[config.mk]
export PLATFORM = sky130hd
export DESIGN_NAME = tlv_command_stream_parser
export DESIGN_NICKNAME = d
export VERILOG_FILES = /design/src/design/tlvcsp_pkg.sv /design/src/design/tlvcsp_front.sv /design/src/design/tlvcsp_queue.sv /design/src/design/tlvcsp_back.sv /design/src/design/tlv_command_stream_parser.sv
export SDC_FILE = /design/constraint.sdc
export NUM_CORES = 1
export LEC_CHECK = 0
export ABC_AREA = 1
export BUFFER_PORTS_ARGS = -buffer_cell sky130_fd_sc_hd__buf_4
export CAP_MARGIN = 10
export CELL_PAD_IN_SITES_DETAIL_PLACEMENT = 1
export CELL_PAD_IN_SITES_GLOBAL_PLACEMENT = 1
export CORE_ASPECT_RATIO = 1.4
export CORE_MARGIN = 2
export CORE_UTILIZATION = 40
export CTS_CLUSTER_DIAMETER = 150
export DETAILED_ROUTE_END_ITERATION = 12
export GPL_ROUTABILITY_DRIVEN = 1
export HOLD_SLACK_MARGIN = 0.08
export PLACE_DENSITY_LB_ADDON = 0.1
export SYNTH_ARGS = -nofsm -noshare
export SYNTH_HDL_FRONTEND = slang
export SYNTH_SLANG_ARGS = --single-unit
[constraint.sdc]
create_clock -name clk -period 11.25 [get_ports clk]
set_input_delay 0.5625 -clock clk [delete_from_list [all_inputs] [get_ports clk]]
set_output_delay 0.5625 -clock clk [all_outputs]
set_load 0.05 [all_outputs]
[src/design/tlvcsp_pkg.sv]
// Shared types, constants and codes for the TLV command stream parser.
package tlvcsp_pkg;

  localparam int unsigned OPCODE_W    = 16;
  localparam int unsigned LENGTH_W    = 8;
  localparam int unsigned VALUE_W     = 64;
  localparam int unsigned BYTE_W      = 8;
  localparam int unsigned KIND_W      = 3;
  localparam int unsigned CFG_INDEX_W = 2;
  localparam int unsigned CFG_DATA_W  = 16;

  localparam int unsigned FLOAT_OPCODE_COUNT = 3;

  localparam logic [LENGTH_W-1:0] MAX_VALUE_BYTES = 8'd8;
  localparam logic [LENGTH_W-1:0] FLOAT32_BYTES   = 8'd4;
  localparam logic [LENGTH_W-1:0] FLOAT64_BYTES   = 8'd8;

  // Event queue between front and back
  localparam int unsigned QUEUE_DEPTH = 4;
  localparam int unsigned QUEUE_PTR_W = $clog2(QUEUE_DEPTH);
  localparam int unsigned QUEUE_CNT_W = $clog2(QUEUE_DEPTH + 1);

  typedef enum logic [1:0] {
    PH_OP_HI = 2'd0,
    PH_OP_LO = 2'd1,
    PH_SIZE  = 2'd2,
    PH_VALUE = 2'd3
  } phase_t;

  typedef enum logic [KIND_W-1:0] {
    KIND_NONE     = 3'd0,
    KIND_UNSIGNED = 3'd1,
    KIND_F32      = 3'd2,
    KIND_F64      = 3'd3,
    KIND_OVERSIZE = 3'd4
  } kind_t;

  typedef enum logic [CFG_INDEX_W-1:0] {
    REG_FLOAT_FIRST  = 2'd0,
    REG_FLOAT_SECOND = 2'd1,
    REG_FLOAT_THIRD  = 2'd2,
    REG_FLOAT_ENABLE = 2'd3
  } reg_index_t;

  typedef struct packed {
    logic [BYTE_W-1:0] stream_byte;
    logic              buffer_end;
  } in_word_t;

  typedef struct packed {
    logic [OPCODE_W-1:0] record_opcode;
    logic [LENGTH_W-1:0] value_length;
    logic [VALUE_W-1:0]  record_value;
    logic [KIND_W-1:0]   value_kind;
    logic                truncated;
    logic                last_record;
  } out_word_t;

  // Record event handed from front to back; kind is resolved in the back
  typedef struct packed {
    logic [OPCODE_W-1:0] opcode;
    logic [LENGTH_W-1:0] length;
    logic [VALUE_W-1:0]  value;
    logic                size_seen;
    logic                truncated;
    logic                last_record;
  } rec_event_t;

endpackage

[src/design/tlvcsp_front.sv]
// Front end: byte-level record parser that produces record events.
module tlvcsp_front (
  input  logic                   clk,
  input  logic                   rst,
  input  logic                   take,
  input  tlvcsp_pkg::in_word_t   item,
  output logic                   ev_valid,
  output tlvcsp_pkg::rec_event_t ev
);
  import tlvcsp_pkg::*;

  phase_t              phase, phase_next;
  logic [OPCODE_W-1:0] opcode_hold, opcode_hold_next;
  logic [LENGTH_W-1:0] length_hold, length_hold_next;
  logic [LENGTH_W-1:0] bytes_left, bytes_left_next;
  logic [VALUE_W-1:0]  value_acc, value_acc_next;
  logic [LENGTH_W-1:0] left_dec;
  logic [VALUE_W-1:0]  acc_shifted;
  logic                record_done;

  always_ff @(posedge clk) begin
    if (rst) begin
      phase       <= PH_OP_HI;
      opcode_hold <= '0;
      length_hold <= '0;
      bytes_left  <= '0;
      value_acc   <= '0;
    end else begin
      phase       <= phase_next;
      opcode_hold <= opcode_hold_next;
      length_hold <= length_hold_next;
      bytes_left  <= bytes_left_next;
      value_acc   <= value_acc_next;
    end
  end

  always_comb begin
    phase_next       = phase;
    opcode_hold_next = opcode_hold;
    length_hold_next = length_hold;
    bytes_left_next  = bytes_left;
    value_acc_next   = value_acc;
    record_done      = 1'b0;
    ev_valid         = 1'b0;
    ev               = '0;

    left_dec    = (bytes_left != '0) ? bytes_left - 1'b1 : bytes_left;
    acc_shifted = (length_hold <= MAX_VALUE_BYTES) ?
                  {value_acc[VALUE_W-BYTE_W-1:0], item.stream_byte} : value_acc;

    if (take) begin
      case (phase)
        PH_OP_HI: begin
          opcode_hold_next = {item.stream_byte, {BYTE_W{1'b0}}};
          phase_next       = PH_OP_LO;
          ev.opcode        = opcode_hold_next;
          ev.length        = length_hold;
          ev.truncated     = 1'b1;
          ev.last_record   = 1'b1;
          ev_valid         = item.buffer_end;
        end
        PH_OP_LO: begin
          opcode_hold_next = opcode_hold | {{BYTE_W{1'b0}}, item.stream_byte};
          phase_next       = PH_SIZE;
          ev.opcode        = opcode_hold_next;
          ev.length        = length_hold;
          ev.truncated     = 1'b1;
          ev.last_record   = 1'b1;
          ev_valid         = item.buffer_end;
        end
        PH_SIZE: begin
          length_hold_next = item.stream_byte;
          bytes_left_next  = item.stream_byte;
          value_acc_next   = '0;
          ev.opcode        = opcode_hold;
          ev.length        = item.stream_byte;
          ev.size_seen     = 1'b1;
          if (item.stream_byte == '0) begin
            // Empty value: the header alone completes the record
            ev.last_record = item.buffer_end;
            ev_valid       = 1'b1;
            record_done    = 1'b1;
          end else begin
            phase_next     = PH_VALUE;
            ev.truncated   = 1'b1;
            ev.last_record = 1'b1;
            ev_valid       = item.buffer_end;
          end
        end
        PH_VALUE: begin
          value_acc_next  = acc_shifted;
          bytes_left_next = left_dec;
          ev.opcode       = opcode_hold;
          ev.length       = length_hold;
          ev.size_seen    = 1'b1;
          ev.value        = (length_hold > MAX_VALUE_BYTES) ? '0 : acc_shifted;
          if (left_dec == '0) begin
            ev.last_record = item.buffer_end;
            ev_valid       = 1'b1;
            record_done    = 1'b1;
          end else begin
            ev.truncated   = 1'b1;
            ev.last_record = 1'b1;
            ev_valid       = item.buffer_end;
          end
        end
        default: begin
          phase_next = PH_OP_HI;
        end
      endcase

      // Drop all holds at a record end or a buffer end
      if (record_done || item.buffer_end) begin
        phase_next       = PH_OP_HI;
        opcode_hold_next = '0;
        length_hold_next = '0;
        bytes_left_next  = '0;
        value_acc_next   = '0;
      end
    end
  end

endmodule

[src/design/tlvcsp_queue.sv]
// Short first-in first-out queue of record events between front and back.
module tlvcsp_queue (
  input  logic                   clk,
  input  logic                   rst,
  input  logic                   wr_en,
  input  tlvcsp_pkg::rec_event_t wr_data,
  output logic                   q_full,
  output logic                   q_valid,
  input  logic                   rd_en,
  output tlvcsp_pkg::rec_event_t rd_data
);
  import tlvcsp_pkg::*;

  rec_event_t             slots [QUEUE_DEPTH];
  logic [QUEUE_PTR_W-1:0] wr_ptr;
  logic [QUEUE_PTR_W-1:0] rd_ptr;
  logic [QUEUE_CNT_W-1:0] count;

  assign q_full  = (count == QUEUE_CNT_W'(QUEUE_DEPTH));
  assign q_valid = (count != '0);
  assign rd_data = slots[rd_ptr];

  always_ff @(posedge clk) begin
    if (rst) begin
      wr_ptr <= '0;
      rd_ptr <= '0;
      count  <= '0;
    end else begin
      if (wr_en) begin
        wr_ptr <= (wr_ptr == QUEUE_PTR_W'(QUEUE_DEPTH - 1)) ? '0 : wr_ptr + 1'b1;
      end
      if (rd_en) begin
        rd_ptr <= (rd_ptr == QUEUE_PTR_W'(QUEUE_DEPTH - 1)) ? '0 : rd_ptr + 1'b1;
      end
      case ({wr_en, rd_en})
        2'b10:   count <= count + 1'b1;
        2'b01:   count <= count - 1'b1;
        default: count <= count;
      endcase
    end
  end

  always_ff @(posedge clk) begin
    if (wr_en) begin
      slots[wr_ptr] <= wr_data;
    end
  end

endmodule

[src/design/tlvcsp_back.sv]
// Back end: float opcode registers, value kind resolution and result register.
module tlvcsp_back (
  input  logic                                clk,
  input  logic                                rst,
  input  logic                                cfg_valid,
  output logic                                cfg_ready,
  input  logic [tlvcsp_pkg::CFG_INDEX_W-1:0]  cfg_index,
  input  logic [tlvcsp_pkg::CFG_DATA_W-1:0]   cfg_data,
  input  logic                                q_valid,
  input  tlvcsp_pkg::rec_event_t              q_head,
  output logic                                q_pop,
  output logic                                empty,
  input  logic                                pop,
  output tlvcsp_pkg::out_word_t               result
);
  import tlvcsp_pkg::*;

  logic [OPCODE_W-1:0]           float_opcode [FLOAT_OPCODE_COUNT];
  logic [FLOAT_OPCODE_COUNT-1:0] float_enable;
  logic [FLOAT_OPCODE_COUNT-1:0] opcode_hit;
  logic                          is_float;
  kind_t                         kind;
  logic                          out_valid;
  out_word_t                     out_word;

  assign cfg_ready = 1'b1;

  always_ff @(posedge clk) begin
    if (rst) begin
      for (int i = 0; i < FLOAT_OPCODE_COUNT; i++) begin
        float_opcode[i] <= '0;
      end
      float_enable <= '0;
    end else if (cfg_valid) begin
      case (cfg_index)
        REG_FLOAT_FIRST:  float_opcode[0] <= cfg_data[OPCODE_W-1:0];
        REG_FLOAT_SECOND: float_opcode[1] <= cfg_data[OPCODE_W-1:0];
        REG_FLOAT_THIRD:  float_opcode[2] <= cfg_data[OPCODE_W-1:0];
        REG_FLOAT_ENABLE: float_enable    <= cfg_data[FLOAT_OPCODE_COUNT-1:0];
        default: begin
        end
      endcase
    end
  end

  always_comb begin
    for (int i = 0; i < FLOAT_OPCODE_COUNT; i++) begin
      opcode_hit[i] = float_enable[i] && (q_head.opcode == float_opcode[i]);
    end
    is_float = |opcode_hit;

    if (!q_head.size_seen || q_head.length == '0) begin
      kind = KIND_NONE;
    end else if (q_head.length > MAX_VALUE_BYTES) begin
      kind = KIND_OVERSIZE;
    end else if (is_float && q_head.length == FLOAT32_BYTES) begin
      kind = KIND_F32;
    end else if (is_float && q_head.length == FLOAT64_BYTES) begin
      kind = KIND_F64;
    end else begin
      kind = KIND_UNSIGNED;
    end
  end

  // Advance the queue whenever the result register is free or being drained
  assign q_pop = q_valid && (!out_valid || pop);

  always_ff @(posedge clk) begin
    if (rst) begin
      out_valid <= 1'b0;
    end else if (q_pop) begin
      out_valid <= 1'b1;
    end else if (pop) begin
      out_valid <= 1'b0;
    end
  end

  always_ff @(posedge clk) begin
    if (q_pop) begin
      out_word.record_opcode <= q_head.opcode;
      out_word.value_length  <= q_head.length;
      out_word.record_value  <= q_head.value;
      out_word.value_kind    <= kind;
      out_word.truncated     <= q_head.truncated;
      out_word.last_record   <= q_head.last_record;
    end
  end

  assign empty  = !out_valid;
  assign result = out_word;

endmodule

[src/design/tlv_command_stream_parser.sv]
// Top level of the type-length-value command stream parser.
//
// Takes one stream byte per clock and reports one word per record: the
// 16-bit big-endian opcode, the size byte, the value bytes gathered
// big-endian and right aligned into 64 bits, and a kind (0 none,
// 1 unsigned, 2 float32, 3 float64, 4 oversize). A 4 or 8 byte value is
// a float when its opcode matches one of the three float opcode registers
// whose bit is set in the enable register. Sizes above 8 have their bytes
// counted and dropped and report value 0. A buffer end inside a record
// reports the partial record with truncated and last_record set, and the
// parser starts over at the next byte. Input and output both look like a
// queue: push/full on the byte side, empty/pop on the result side. A byte
// is accepted every clock while full is low; full rises only when four
// record events sit in the internal queue behind an unpopped result.
// A record's event passes through the internal queue and the result word;
// a new result can be popped every clock while events wait. Configuration
// is always ready and should be written only while the parser is idle.
module tlv_command_stream_parser (
  input  logic                               clk,
  input  logic                               rst,
  input  logic                               push,
  output logic                               full,
  input  tlvcsp_pkg::in_word_t               item,
  output logic                               empty,
  input  logic                               pop,
  output tlvcsp_pkg::out_word_t              result,
  input  logic                               cfg_valid,
  output logic                               cfg_ready,
  input  logic [tlvcsp_pkg::CFG_INDEX_W-1:0] cfg_index,
  input  logic [tlvcsp_pkg::CFG_DATA_W-1:0]  cfg_data
);
  import tlvcsp_pkg::*;

  logic       take;
  logic       ev_valid;
  rec_event_t ev;
  logic       q_full;
  logic       q_valid;
  logic       q_pop;
  rec_event_t q_head;

  // Accept a word whenever the event queue has room
  assign full = q_full;
  assign take = push && !q_full;

  tlvcsp_front u_front (
    .clk      (clk),
    .rst      (rst),
    .take     (take),
    .item     (item),
    .ev_valid (ev_valid),
    .ev       (ev)
  );

  tlvcsp_queue u_queue (
    .clk     (clk),
    .rst     (rst),
    .wr_en   (ev_valid),
    .wr_data (ev),
    .q_full  (q_full),
    .q_valid (q_valid),
    .rd_en   (q_pop),
    .rd_data (q_head)
  );

  tlvcsp_back u_back (
    .clk       (clk),
    .rst       (rst),
    .cfg_valid (cfg_valid),
    .cfg_ready (cfg_ready),
    .cfg_index (cfg_index),
    .cfg_data  (cfg_data),
    .q_valid   (q_valid),
    .q_head    (q_head),
    .q_pop     (q_pop),
    .empty     (empty),
    .pop       (pop),
    .result    (result)
  );

endmodule

# After elaboration in Yosys (flattened, before gate mapping)
# Memory sizes are Yosys's and may differ from the RTL's. A register that Yosys moved wholly into a read port is not among the register bits.
# Index checks and enable logic that the tools add are counted.
# totals
ff_bits	202
ram_bits	412
output_inout_bits	96
wordCells	145
memories	2
# memory_table
memory	words	width	rd	rd_ports_with_merged_regs	wr	line_no	rtl
u_queue.slots	4	91	1	1	1	tlvcsp_queue.sv:14	rec_event_t slots [QUEUE_DEPTH];
u_back.float_opcode	3	16	3	0	3	tlvcsp_back.sv:18	logic [OPCODE_W-1:0] float_opcode [FLOAT_OPCODE_COUNT];
# op_classes
add_sub_neg	5
order_cmp	3
eq_ne	17
n_mux	60
bitwise	4
reduce_logical	36
# op_table
op	n
$mux 64	4
$pmux 64 s2	1
$pmux 24 s4	1
$mux 91	1
$mux 16	4
$eq 16x16->1	3
$mux 8	4
$pmux 16 s2	1
$mux 1	29
$logic_not 8->1	3
$gt 8x4->1 const B	2
$or 16x8->16	1
$pmux 8 s2	1
$eq 2x2->1 const B	7
$mux 2	7
$pmux 2 s3	2
$reduce_bool 3->1	3
$eq 8x3->1 const B	1
$eq 8x4->1 const B	1
$le 8x4->1 const B	1
$reduce_and 2->1	4
$reduce_bool 8->1	1
$sub 8x1->8 const B	1
$logic_and 1x1->1	7
19 further kinds	35

# Logic depth before layout (Yosys ltp)
# Gate-level depths: netlist of the first run.
# logic_depth
depth_word	9
ltp_mapped	19
ltp_nobuf	19

# Modules after synthesis
# From an unflattened synthesis of the first run, not the netlist that was laid out.
# hier_totals
cells_unflattened	2361
hier_area_um2	25424.4
# modules_own_cells
module	n_inst	cells_per_inst	area_per_inst_um2	seq_area_each_um2
tlvcsp_queue	1	940	13945.9	11110.7
tlvcsp_back	1	509	5855.6	4314.1
tlvcsp_front	1	910	5612.9	1801.7
tlv_command_stream_parser	1	2	10.0	0.0

# Worst setup path before layout of the first run
# OpenSTA, ideal clock, no wires.
# synth_path
path_type	register to register
start	reg u_queue.count[1]
end	reg u_queue.count[2]
setup_ps	122
arrival_time_ps	7237
setup_slack_ps	3891
stages_incl_launch_ff	10
cell_sequence	dfxtp_1 -> inv_1 -> a31oi_1 -> ha_1 -> inv_1 -> fa_1 -> a21oi_1 -> o21ai_0 -> o21ai_0 -> a21oi_1
# synth_via
word_cells_on_any_way	12
classes_between	add/sub (2); eq/ne (3); mux (2); reduce/logical (5)
# synth_rtl
element	line_no	rtl
start: declaration	tlvcsp_queue.sv:17	logic [QUEUE_CNT_W-1:0] count;
start signal: assignment	tlvcsp_queue.sv:36	2'b10: count <= count + 1'b1;
start signal: assignment	tlvcsp_queue.sv:37	2'b01: count <= count - 1'b1;
start signal: assignment	tlvcsp_queue.sv:38	default: count <= count;
$reduce_bool 3->1 (*)	tlvcsp_queue.sv:20	assign q_valid = (count != '0);
$logic_and 1x1->1 (*)	tlvcsp_back.sv:66	assign q_pop = q_valid && (!out_valid || pop);
via q_pop	tlv_command_stream_parser.sv:39	logic q_pop;
$eq 2x1->1 / $eq 2x2->1 (equally long branches)	tlvcsp_queue.sv:35	case ({wr_en, rd_en})
$pmux 3 s2 / $reduce_bool 2->1 (equally long branches)	-	
# Mark *: on every way through the listed nets, which the timed path passes. The rest lies on a longest branch.
# A chain may end at the register's enable or synchronous reset.

# Worst setup path in the final report of the first run
# layout_path
start	reg u_front.bytes_left[0]
end	mem u_queue.slots[3][49] (netlist bit) (enable)
# layout_via
elab_chain_cells	8
word_cells_on_any_way	9
classes_between	add/sub (1); mux (6); reduce/logical (2)
# layout_lines
element	line_no	rtl
start: declaration	tlvcsp_front.sv:15	logic [LENGTH_W-1:0] bytes_left, bytes_left_next;
start signal: assignment	tlvcsp_front.sv:32	bytes_left <= bytes_left_next;
$sub 8x1->8 / $reduce_bool 8->1 (equally long branches)	tlvcsp_front.sv:47	left_dec = (bytes_left != '0) ? bytes_left - 1'b1 : bytes_left;
$mux 8 (*)	tlvcsp_front.sv:47	
$logic_not 8->1 (*)	tlvcsp_front.sv:97	if (left_dec == '0) begin
$mux 1 (*)	tlvcsp_front.sv:97	
$pmux 1 s3 (*)	tlvcsp_front.sv:52	case (phase)
$mux 1 (*)	tlvcsp_front.sv:51	if (take) begin
$mux 1 (*)	tlvcsp_queue.sv:44	if (wr_en) begin
$mux 1 (implied by the code) (*)	tlvcsp_queue.sv:45	slots[wr_ptr] <= wr_data;
end: declaration	tlvcsp_queue.sv:14	
# Every way passes the cells marked *; elsewhere a longest branch is shown, timed or not.

==> impl_results.md, run 1 <==
* Root Driver: clkbuf_16
* RSZ-0062 raised after global routing: no
* Fin cells at 3295
* HP Class: primary input to flip-flop
* Hold path start: item[1]
* Synth Register Bits at 608
* Pint at 4.637 mW
* Synth Warn # at 0
* Worst-path clk slew at 70 ps
* Maximum clock path buffer count at 3
* Initial Utilization at 0.4031
* CTS tree: yes
* Hold_buf cts at 0
* Min Tclk post-route at 4095 ps
* Grt total ovfl at 0
* Most frequent cells in the layout: edfxtp_1 (505), nor2_1 (355), nand2_1 (347)
* Clk sinks at 608
* Most common cell after layout, fill and taps aside: edfxtp_1
* Area delta synth->final at 13.84%
* Post-DP Area at 0.02692 sq mm
* Gr usage total at 0.2221
* Worst path required time at 11490 ps
* FFs w/ async S/R, synth at 0
* Num CTS Buffers at 58
* Clock skew at 29.49 ps
* Crit path max fanout at 45
* Initial antenna violation count at 0
* Switching power at 2.865 mW
* Vias in the first global route at 18620
* Register area share after synthesis at 0.6797
* Number of max-cap violations at 0
* Synth Cell Area at 0.02534 sq mm
* Synth Instances at 2342
* Most used DFF post-synth: edfxtp_1
* Residual DRC at 0
* Worst setup EP type: flip-flop
* Drt wl/cell at 22.02 um
* Relative slew margins at 0.2864
* Worst skew pair latency at 630 ps
* Worst-margin pin slew at 1070 ps
* # diodes at 0
* Initial DRC count at 1054
* Fmax at 0.2442 GHz
* Hold Path Stages at 3
* PostCTS Resize Cnt at 0
* Netlist cell types at 51
* Min-Delay Endpoint: u_front.length_hold[0]
* R2r startpoint: u_front.bytes_left[0]
* DIE AREA at 0.06542 sq mm
* P_leak at 10.63 nW
* Mapped Nets at 2386
* DIE WIDTH at 216.7 um
* R2R depth at 14
* Fin Hold WS at 222.6 ps
* Vias/cell at 5.364
* CP Class: flip-flop to flip-flop
* Combinational share of power at 0.332
* Design Area, Final at 0.02885 sq mm
* Startpoint class of the critical path: flip-flop
* Vias after detailed routing at 17670
* Inst Count DP at 3187
* VDD IR max at 0.1875 mV
* Reg2Reg Setup Slack at 7160 ps
* Die Y at 301.8 um
* Clock share of power at 0.268
* # IOs at 128
* Port Buffers at 126
* Initial DRT Pass Iterations at 4
* Largest net degree at the start of global routing at 91
* Syn Area/Cell at 10.82 sq um
* Outcome: finished, final reports clean
* Total chip power at 7.501 mW
* EDFF count, synth at 505
* Layout cell share with drive strength beyond 1 at 0.1202
* R2r endpoint: u_queue.slots[3][49]
* RePlAce Congestion at 0.8684
* Flop pwr share at 0.400
* FP Rows at 109
* Final hold violations at 0
* Detailed Place HPWL at 46070 um
* Postcts setup bufs at 0
* Post-route ant nets at 0
* Worst Path Arrival at 4340 ps
* First-pass GRT wire length at 111000 um
* H-tree depth at 2
* Setup TNS at 0 ps
* Final net count at 2459
* # setup viols final at 0
* Pwr dens at 260.0 mW/mm^2
* Core Area at 0.06287 sq mm
* Final WL at 72550 um
* Final count of pins violating max slew at 0
* Fin crit share at 0.3640
* Switch share at 0.3819
[layout make-up]
cell class                      instances  area, sq um
Tap cell                              832         1041
Fill cell                            6745        34020
Clock buffer                           77         1563
Inverter                              130        498.0
Multi-Input combinational cell       1464         6999
Sequential cell                       608        17230
Clock inverter                         31        371.6
Timing Repair Buffer                  153         1149
[power by group through the flow]
stage / clock network, mW / logic [mW] / registers [mW]
4_1_cts: 2.07 / 2.54 / 3.01
6_report: 2.01 / 2.49 / 3.00
3_5_place_dp: 0 / 2.53 / 3.05
5_1_grt: 2.14 / 2.70 / 3.04
2_1_floorplan: 0 / 1.07 / 3.70
3_3_place_gp: 0 / 2.48 / 3.04
[worst max-delay path by stage]
stage	slack [ps]	startpoint	to
after floorplan	3890	u_queue.count[1]	u_queue.count[2]
after global placement	7070	item[1]	u_queue.slots[3][89]
after detailed placement	6960	item[1]	u_queue.slots[3][72]
after CTS	7080	u_front.bytes_left[0]	u_queue.slots[3][11]
after global routing	6800	u_front.bytes_left[0]	u_queue.slots[1][56]
final	7160	u_front.bytes_left[0]	u_queue.slots[3][49]
[per-stage QoR]
step / setup WS (ps) / util
after global routing: 6805 / 0.4589
after CTS: 7077 / 0.4589
after detailed placement: 6965 / 0.4281
after floorplan: 3891 / -
final: 7155 / 0.4589
after global placement: 7069 / 0.4281
[cells in the mapped netlist (2+ instances only)]
cell type  number  area share
a211oi_1        8      0.0024
a21oi_1       183       0.036
a31oi_1         3     0.00074
buf_1           4     0.00059
buf_2          25      0.0049
buf_4           5      0.0015
buf_6          17      0.0076
clkbuf_1       89       0.013
dfxtp_1       103       0.081
edfxtp_1      505        0.60
ha_1           11      0.0054
inv_1         124       0.018
inv_2           3     0.00044
nand2_1       347       0.051
nand2_2         9      0.0022
nand3_1        78       0.015
nand3b_1        6      0.0018
nand4_1         7      0.0017
nor2_1        359       0.053
nor2_2          3     0.00074
nor2_4          4      0.0018
nor3_1          4     0.00079
o211ai_1        2     0.00059
o21ai_0       312       0.062
o22ai_1        68       0.017
o32ai_1         8      0.0028
or2_1           3     0.00074
or2_2          15      0.0037
xnor2_1         3      0.0010
xor2_1         13      0.0045
[cells by family after synthesis]
group                    share of synthesized area
adder cells (fa/ha/maj)                   0.006220
XOR/XNOR                                  0.005529
AND/OR/NAND/NOR                             0.1371
AO/OA/AOI/OAI                               0.1240
buffers and inverters                      0.04729
flip-flops                                  0.6797
other                                    0.0001480
[routing by layer]
layer | track usage | routed length [um]
met1 | 0.2503 | 28130
met2 | 0.4120 | 38370
met3 | 0.02936 | 2351
met4 | 0.1094 | 3694
met5 | 0 | 0
[worst max-delay path, stage by stage (launching register included)]
cell and delay, ps:
dfxtp_1 320, inv_1 130, ha_1 260, nand2_2 90
nor2_4 150, nand2_2 100, nand3_1 90, nand2_1 70
nor2_2 180, nand3_4 170, nand2_1 120, nand2_2 170
nor2_4 490, buf_4 600, buf_4 660
[flip-flops by register name, summed over array words and instances, names as in the netlist, 3 cells and up, named ones only]
| register | flops |
|---|---|
| u_queue.count | 3 |
| u_back.result | 93 |
| u_front.opcode_hold | 16 |
| u_front.bytes_left | 8 |
| u_queue.slots | 364 |
| u_back.float_enable | 3 |
| u_front.value_acc | 56 |
| u_back.float_opcode | 48 |
| u_front.length_hold | 8 |
No activity file was read; power rests on OpenSTA's default activity.
==> run 2, diff against run 1 <==
==> constraint.sdc (replaced) <==
create_clock -name clk -period 3.79 [get_ports clk]
set_input_delay 0.1895 -clock clk [delete_from_list [all_inputs] [get_ports clk]]
set_output_delay 0.1895 -clock clk [all_outputs]
set_load 0.05 [all_outputs]
==> run 2 against run 1 <==
Effect of this change: global-route usage fell by 0.11 points; total power rose to 3.0 times the previous value; hold slack got worse by 26 ps; setup slack got worse by 6600 ps; cell count rose by 1.5%; count of clock-buffer cells in the layout fell by 6; critical endpoint is now u_front.length_hold[4]; largest power group unchanged.
==> impl_results.md, run 2 (synthesis gave the netlist of run 1 again) <==
* Outcome: finished, final reports clean
* Area delta synth->final at 16.68%
* Residual DRC at 0
* Largest register FFs at 364
* Fin cells at 3344
* Vias in the first global route at 18910
* DIE AREA at 0.06542 sq mm
* Gr busiest metal: met2
* Port Buffers at 126
* Clock skew at 34.57 ps
* Die Y at 301.8 um
* M2 GR Usage at 0.4220
* RSZ-0062 raised after global routing: no
* Inst Count DP at 3194
* Post-DP Area at 0.02714 sq mm
* HP Class: primary input to flip-flop
* Design Area, Final at 0.02957 sq mm
* FP Rows at 109
* Most frequent cells in the layout: edfxtp_1 (505), nor2_1 (355), nand2_1 (347)
* Drt wl/cell at 21.49 um
* Final net count at 2506
* # diodes at 0
* Largest net degree at the start of global routing at 129
* Crit path max fanout at 8
* Min Tclk post-route at 3231 ps
* Vias after detailed routing at 17800
* Num CTS Buffers at 60
* Fin crit share at 0.8526
* Worst setup EP type: flip-flop
* Worst-path clk slew at 70 ps
* Gr usage total at 0.2210
* # setup viols final at 0
* GR Util met3 at 0.02514
* Worst path required time at 4360 ps
* Initial antenna violation count at 0
* Total chip power at 22.58 mW
* Final count of pins violating max slew at 0
* First-pass GRT wire length at 111400 um
* Layout cell share with drive strength beyond 1 at 0.1230
* Maximum clock path buffer count at 3
* Met1 GRT Util at 0.2525
* Detailed Place HPWL at 46020 um
* PostCTS Resize Cnt at 0
* Vias/cell at 5.323
* Final hold violations at 0
* Worst-margin pin slew at 880.4 ps
* Clk sinks at 608
* Grt total ovfl at 0
* Fmax at 0.3095 GHz
* Worst skew pair latency at 640 ps
* Setup TNS at 0 ps
* Final WL at 71850 um
* Largest Register: u_queue.slots
* Number of max-cap violations at 0
* Most common cell after layout, fill and taps aside: edfxtp_1
* Initial DRC count at 860
* Utilization after layout at 0.4703
* Core Area at 0.06287 sq mm
* VDD IR max at 0.5493 mV
* Root Driver: clkbuf_16
* Worst Path Arrival at 3810 ps
* CP Class: flip-flop to flip-flop
* Pwr dens at 763.6 mW/mm^2
* RePlAce Congestion at 0.9088
* Initial DRT Pass Iterations at 5
* CTS tree: yes
* # IOs at 128
* Startpoint class of the critical path: flip-flop
* H-tree depth at 2
* Relative slew margins at 0.4116
* DIE WIDTH at 216.7 um
* P_leak at 10.92 nW
* Post-route ant nets at 0
* Initial Utilization at 0.4031
[run 2: final cells by class]
type | instances | area (sq um)
Clock buffer | 71 | 1553
Multi-Input combinational cell | 1464 | 6999
Timing Repair Buffer | 198 | 1757
Sequential cell | 608 | 17230
Inverter | 130 | 495.5
Tap cell | 832 | 1041
Clock inverter | 41 | 494.2
Fill cell | 6731 | 33300
[run 2: worst paths after layout]
| check | start | to | slack (ps) | depth (start not counted) |
|---|---|---|---|---|
| worst max-delay path | u_front.bytes_left[0] | u_front.length_hold[4] | 560 | 13 |
| worst min-delay path | push | u_front.phase[0] | 200 | 6 |
| worst max register to register | u_front.bytes_left[0] | u_front.length_hold[4] | 560 | 13 |
| worst min register to register | u_queue.count[0] | u_queue.count[0] | 480 | 1 |
[run 2: stage by stage]
step | setup WS (ps) | hold slack (ps)
final | 558.7 | 196.9
after CTS | 572.0 | 172.5
after floorplan | -587.6 | 332.4
after global placement | 633.3 | 466.8
after global routing | 278.7 | 219.0
after detailed placement | 679.9 | 471.5
[run 2: per-layer routing]
metal | vias up | part of all wire
li1 | 8398 | -
met1 | 8970 | 0.40
met2 | 306 | 0.54
met3 | 125 | 0.028
met4 | 0 | 0.035
met5 | - | 0
[run 2: where the power goes]
group          switching, mW  internal, mW  leakage (nW)
clock                   2.64          3.57         0.991
combinational           5.57          1.88          4.30
sequential             0.398          8.53          5.63
total                   8.61          14.0          10.9
[run 2: repair_timing]
action,4_1_cts,5_1_grt
hold buffers,38,0
hold endpoints to repair,75,0
buffers inserted,0,0
[run 2: critical path, stage by stage, from the launching register on]
cell and delay [ps]:
dfxtp_1 320, inv_1 150, ha_1 260, nand3_2 120, nor2_4 140, xor2_1 260, nor2_2 110, nand3_4 160
nand2_8 90, nor2_4 210, nand2_1 80, dlygate4sd3_1 560, a21oi_1 140, dlygate4sd3_1 560
==> run 3, diff against run 2 <==
--- a/config.mk
+++ b/config.mk
@@ -13,6 +13,7 @@
 export CORE_ASPECT_RATIO = 1.4
 export CORE_MARGIN = 2
 export CORE_UTILIZATION = 40
+export CTS_BUF_LIST = sky130_fd_sc_hd__clkbuf_4 sky130_fd_sc_hd__clkbuf_8
 export CTS_CLUSTER_DIAMETER = 150
 export DETAILED_ROUTE_END_ITERATION = 12
 export GPL_ROUTABILITY_DRIVEN = 1
==> run 3 against run 2 <==
Effect of this change: global-route usage up 0.32 points; sequential power barely moved; cell area about the same; clock skew down 15 ps; sequential share of layout area about the same; wire length rose by 1.1%; critical path type unchanged; largest cell class unchanged.
==> impl_results.md, run 3 (synthesis gave the netlist of run 1 again) <==
* Outcome: finished, final reports clean
* Hold Path Stages at 4
* Vias/cell at 5.287
* Reg2Reg Setup Slack at 380 ps
* Initial DRC count at 882
* Multi-input logic area at 0.006999 sq mm
* R2R depth at 12
* Largest Register: u_queue.slots
* Number of max-cap violations at 0
* Final net count at 2547
* Residual DRC at 0
* Clk sinks at 608
* H-tree depth at 3
* Register area at 0.01723 sq mm
* Initial antenna violation count at 1
* Maximum clock path buffer count at 3
* CP max stage delay at 550 ps
* FP Rows at 109
* First-pass GRT wire length at 112500 um
* RSZ-0062 raised after global routing: no
* Worst-path clk slew at 60 ps
* Most frequent cells in the layout: edfxtp_1 (505), nor2_1 (355), nand2_1 (347)
* RePlAce Congestion at 0.9088
* PostCTS Resize Cnt at 0
* Initial DRT Pass Iterations at 5
* R2r endpoint: u_front.opcode_hold[15]
* Most common cell after layout, fill and taps aside: edfxtp_1
* Drt wl/cell at 21.27 um
* Design Area, Final at 0.02956 sq mm
* Vias in the first global route at 19310
* Met1 GRT Util at 0.2507
* Largest register FFs at 364
* Top delay family on crit path: buffers and inverters
* Gr usage total at 0.2242
* Pwr dens at 749.1 mW/mm^2
* # IOs at 128
* Fin crit share at 0.8998
* Post-DP Area at 0.02714 sq mm
* Utilization after layout at 0.4702
* Worst skew pair latency at 710 ps
* Final hold violations at 0
* Final WL at 72660 um
* Initial Utilization at 0.4031
* Gr busiest metal: met2
* Clock skew at 19.21 ps
* DIE WIDTH at 216.7 um
* Fin Hold WS at 238.7 ps
* Dpl ws at 679.9 ps
* Most common cell on crit path: inv_1
* R2r startpoint: u_queue.count[2]
* CP cell instances: inv_1 > nor3_1 > nor2_1 > buf_4 > inv_1 > nor2_1 > inv_1 > nor2_4 > nand2_1 > dlygate4sd3_1 > a21oi_1 > dlygate4sd3_1
* Vias after detailed routing at 18060
* Worst Path Arrival at 3990 ps
* CP Class: flip-flop to flip-flop
* Final count of pins violating max slew at 0
* CTS tree: yes
* Relative slew margins at 0.4054
* Worst path required time at 4370 ps
* GR Util met3 at 0.02655
* Worst setup EP type: flip-flop
* Startpoint class of the critical path: flip-flop
* Root Driver: clkbuf_8
* Largest net degree at the start of global routing at 129
* Fmax at 0.2932 GHz
* Worst path slowest cell: dlygate4sd3_1
* HP Class: primary input to flip-flop
* M2 GR Usage at 0.4266
* Buffer and inverter count on the worst path at 6
* Crit path max fanout at 17
* Grt total ovfl at 0
* P_leak at 10.98 nW
* Min-Delay Endpoint: u_back.float_opcode[0][27]
* Min Tclk post-route at 3410 ps
* Port Buffers at 126
* Area delta synth->final at 16.64%
* Die Y at 301.8 um
* DIE AREA at 0.06542 sq mm
* Fillers at 6779
* Detailed Place HPWL at 46020 um
* VDD IR max at 0.5910 mV
* Postcts setup bufs at 0
* Post-route ant nets at 0
* Worst Slack Setup Final at 379.7 ps
* Hold path start: cfg_valid
* Layout cell share with drive strength beyond 1 at 0.1436
* Worst-margin pin slew at 889.8 ps
* Core Area at 0.06287 sq mm
* Num CTS Buffers at 95
* # setup viols final at 0
## run 3: cell count changes in the layout (fill, tap and decap cells not counted), moves of 2 or more
cell,before,now
clkbuf_8,1,101
clkbuf_16,60,0
clkbuf_4,0,27
clkinv_1,8,21
clkbuf_1,10,0
clkinv_2,10,17
dlygate4sd3_1,38,44
clkinv_4,5,0
bufinv_16,9,6
clkinv_8,2,0
## run 3: worst max path at each step
stage	from	slack, ps	depth (start not counted)	to
2_1_floorplan	u_front.bytes_left[0]	-590	12	u_queue.slots[0][0]
3_3_place_gp	u_front.bytes_left[0]	630	16	u_queue.count[2]
3_5_place_dp	u_front.bytes_left[0]	680	16	u_queue.count[2]
4_1_cts	u_queue.count[2]	400	12	u_front.opcode_hold[15]
5_1_grt	u_queue.count[2]	170	12	u_front.opcode_hold[10]
6_report	u_queue.count[2]	380	12	u_front.opcode_hold[15]
## run 3: power by group
group | leakage, nW | internal (mW) | switching, mW
logic | 4.32 | 1.88 | 5.58
clock network | 1.04 | 3.15 | 2.61
registers | 5.63 | 8.53 | 0.399
total | 11.0 | 13.6 | 8.58
## run 3: worst min-delay path, delay by kind of cell
family                 cells  cell delay, ps
buffers and inverters      2             370
AOI/OAI and AO/OA          1             100
and+or+nand+nor            1             100
## run 3: area by class of cell
type / count / share of cell area
multi-input combinational: 1464 / 0.2368
clock inverter: 49 / 0.01295
tap: 832 / 0.03521
antenna: 1 / 0.00008465
sequential: 608 / 0.5829
clock buffer: 128 / 0.05388
inverter: 130 / 0.01676
timing repair buffer: 204 / 0.06146
## run 3: timing repair
action | CTS | global route
hold buffers | 44 | 0
hold endpoints to repair | 97 | 0
endpoints found under the setup margin | 0 | 0
## run 3: metal layers
metal / share of wire / vias to the layer above / wire [um]
met1: 0.39 / 9111 / 28510
met3: 0.029 / 131 / 2077
met4: 0.034 / 0 / 2478
met2: 0.54 / 310 / 39600
met5: 0 / - / 0
li1: - / 8508 / -
## run 3: metrics by stage
step	total power [mW]	std cells	setup TNS, ps
floorplan	14.06	2342	-213890
global placement	16.47	3194	0
detailed placement	16.61	3194	0
CTS	22.49	3415	0
global route	23.30	3416	0
finish	22.15	3416	0
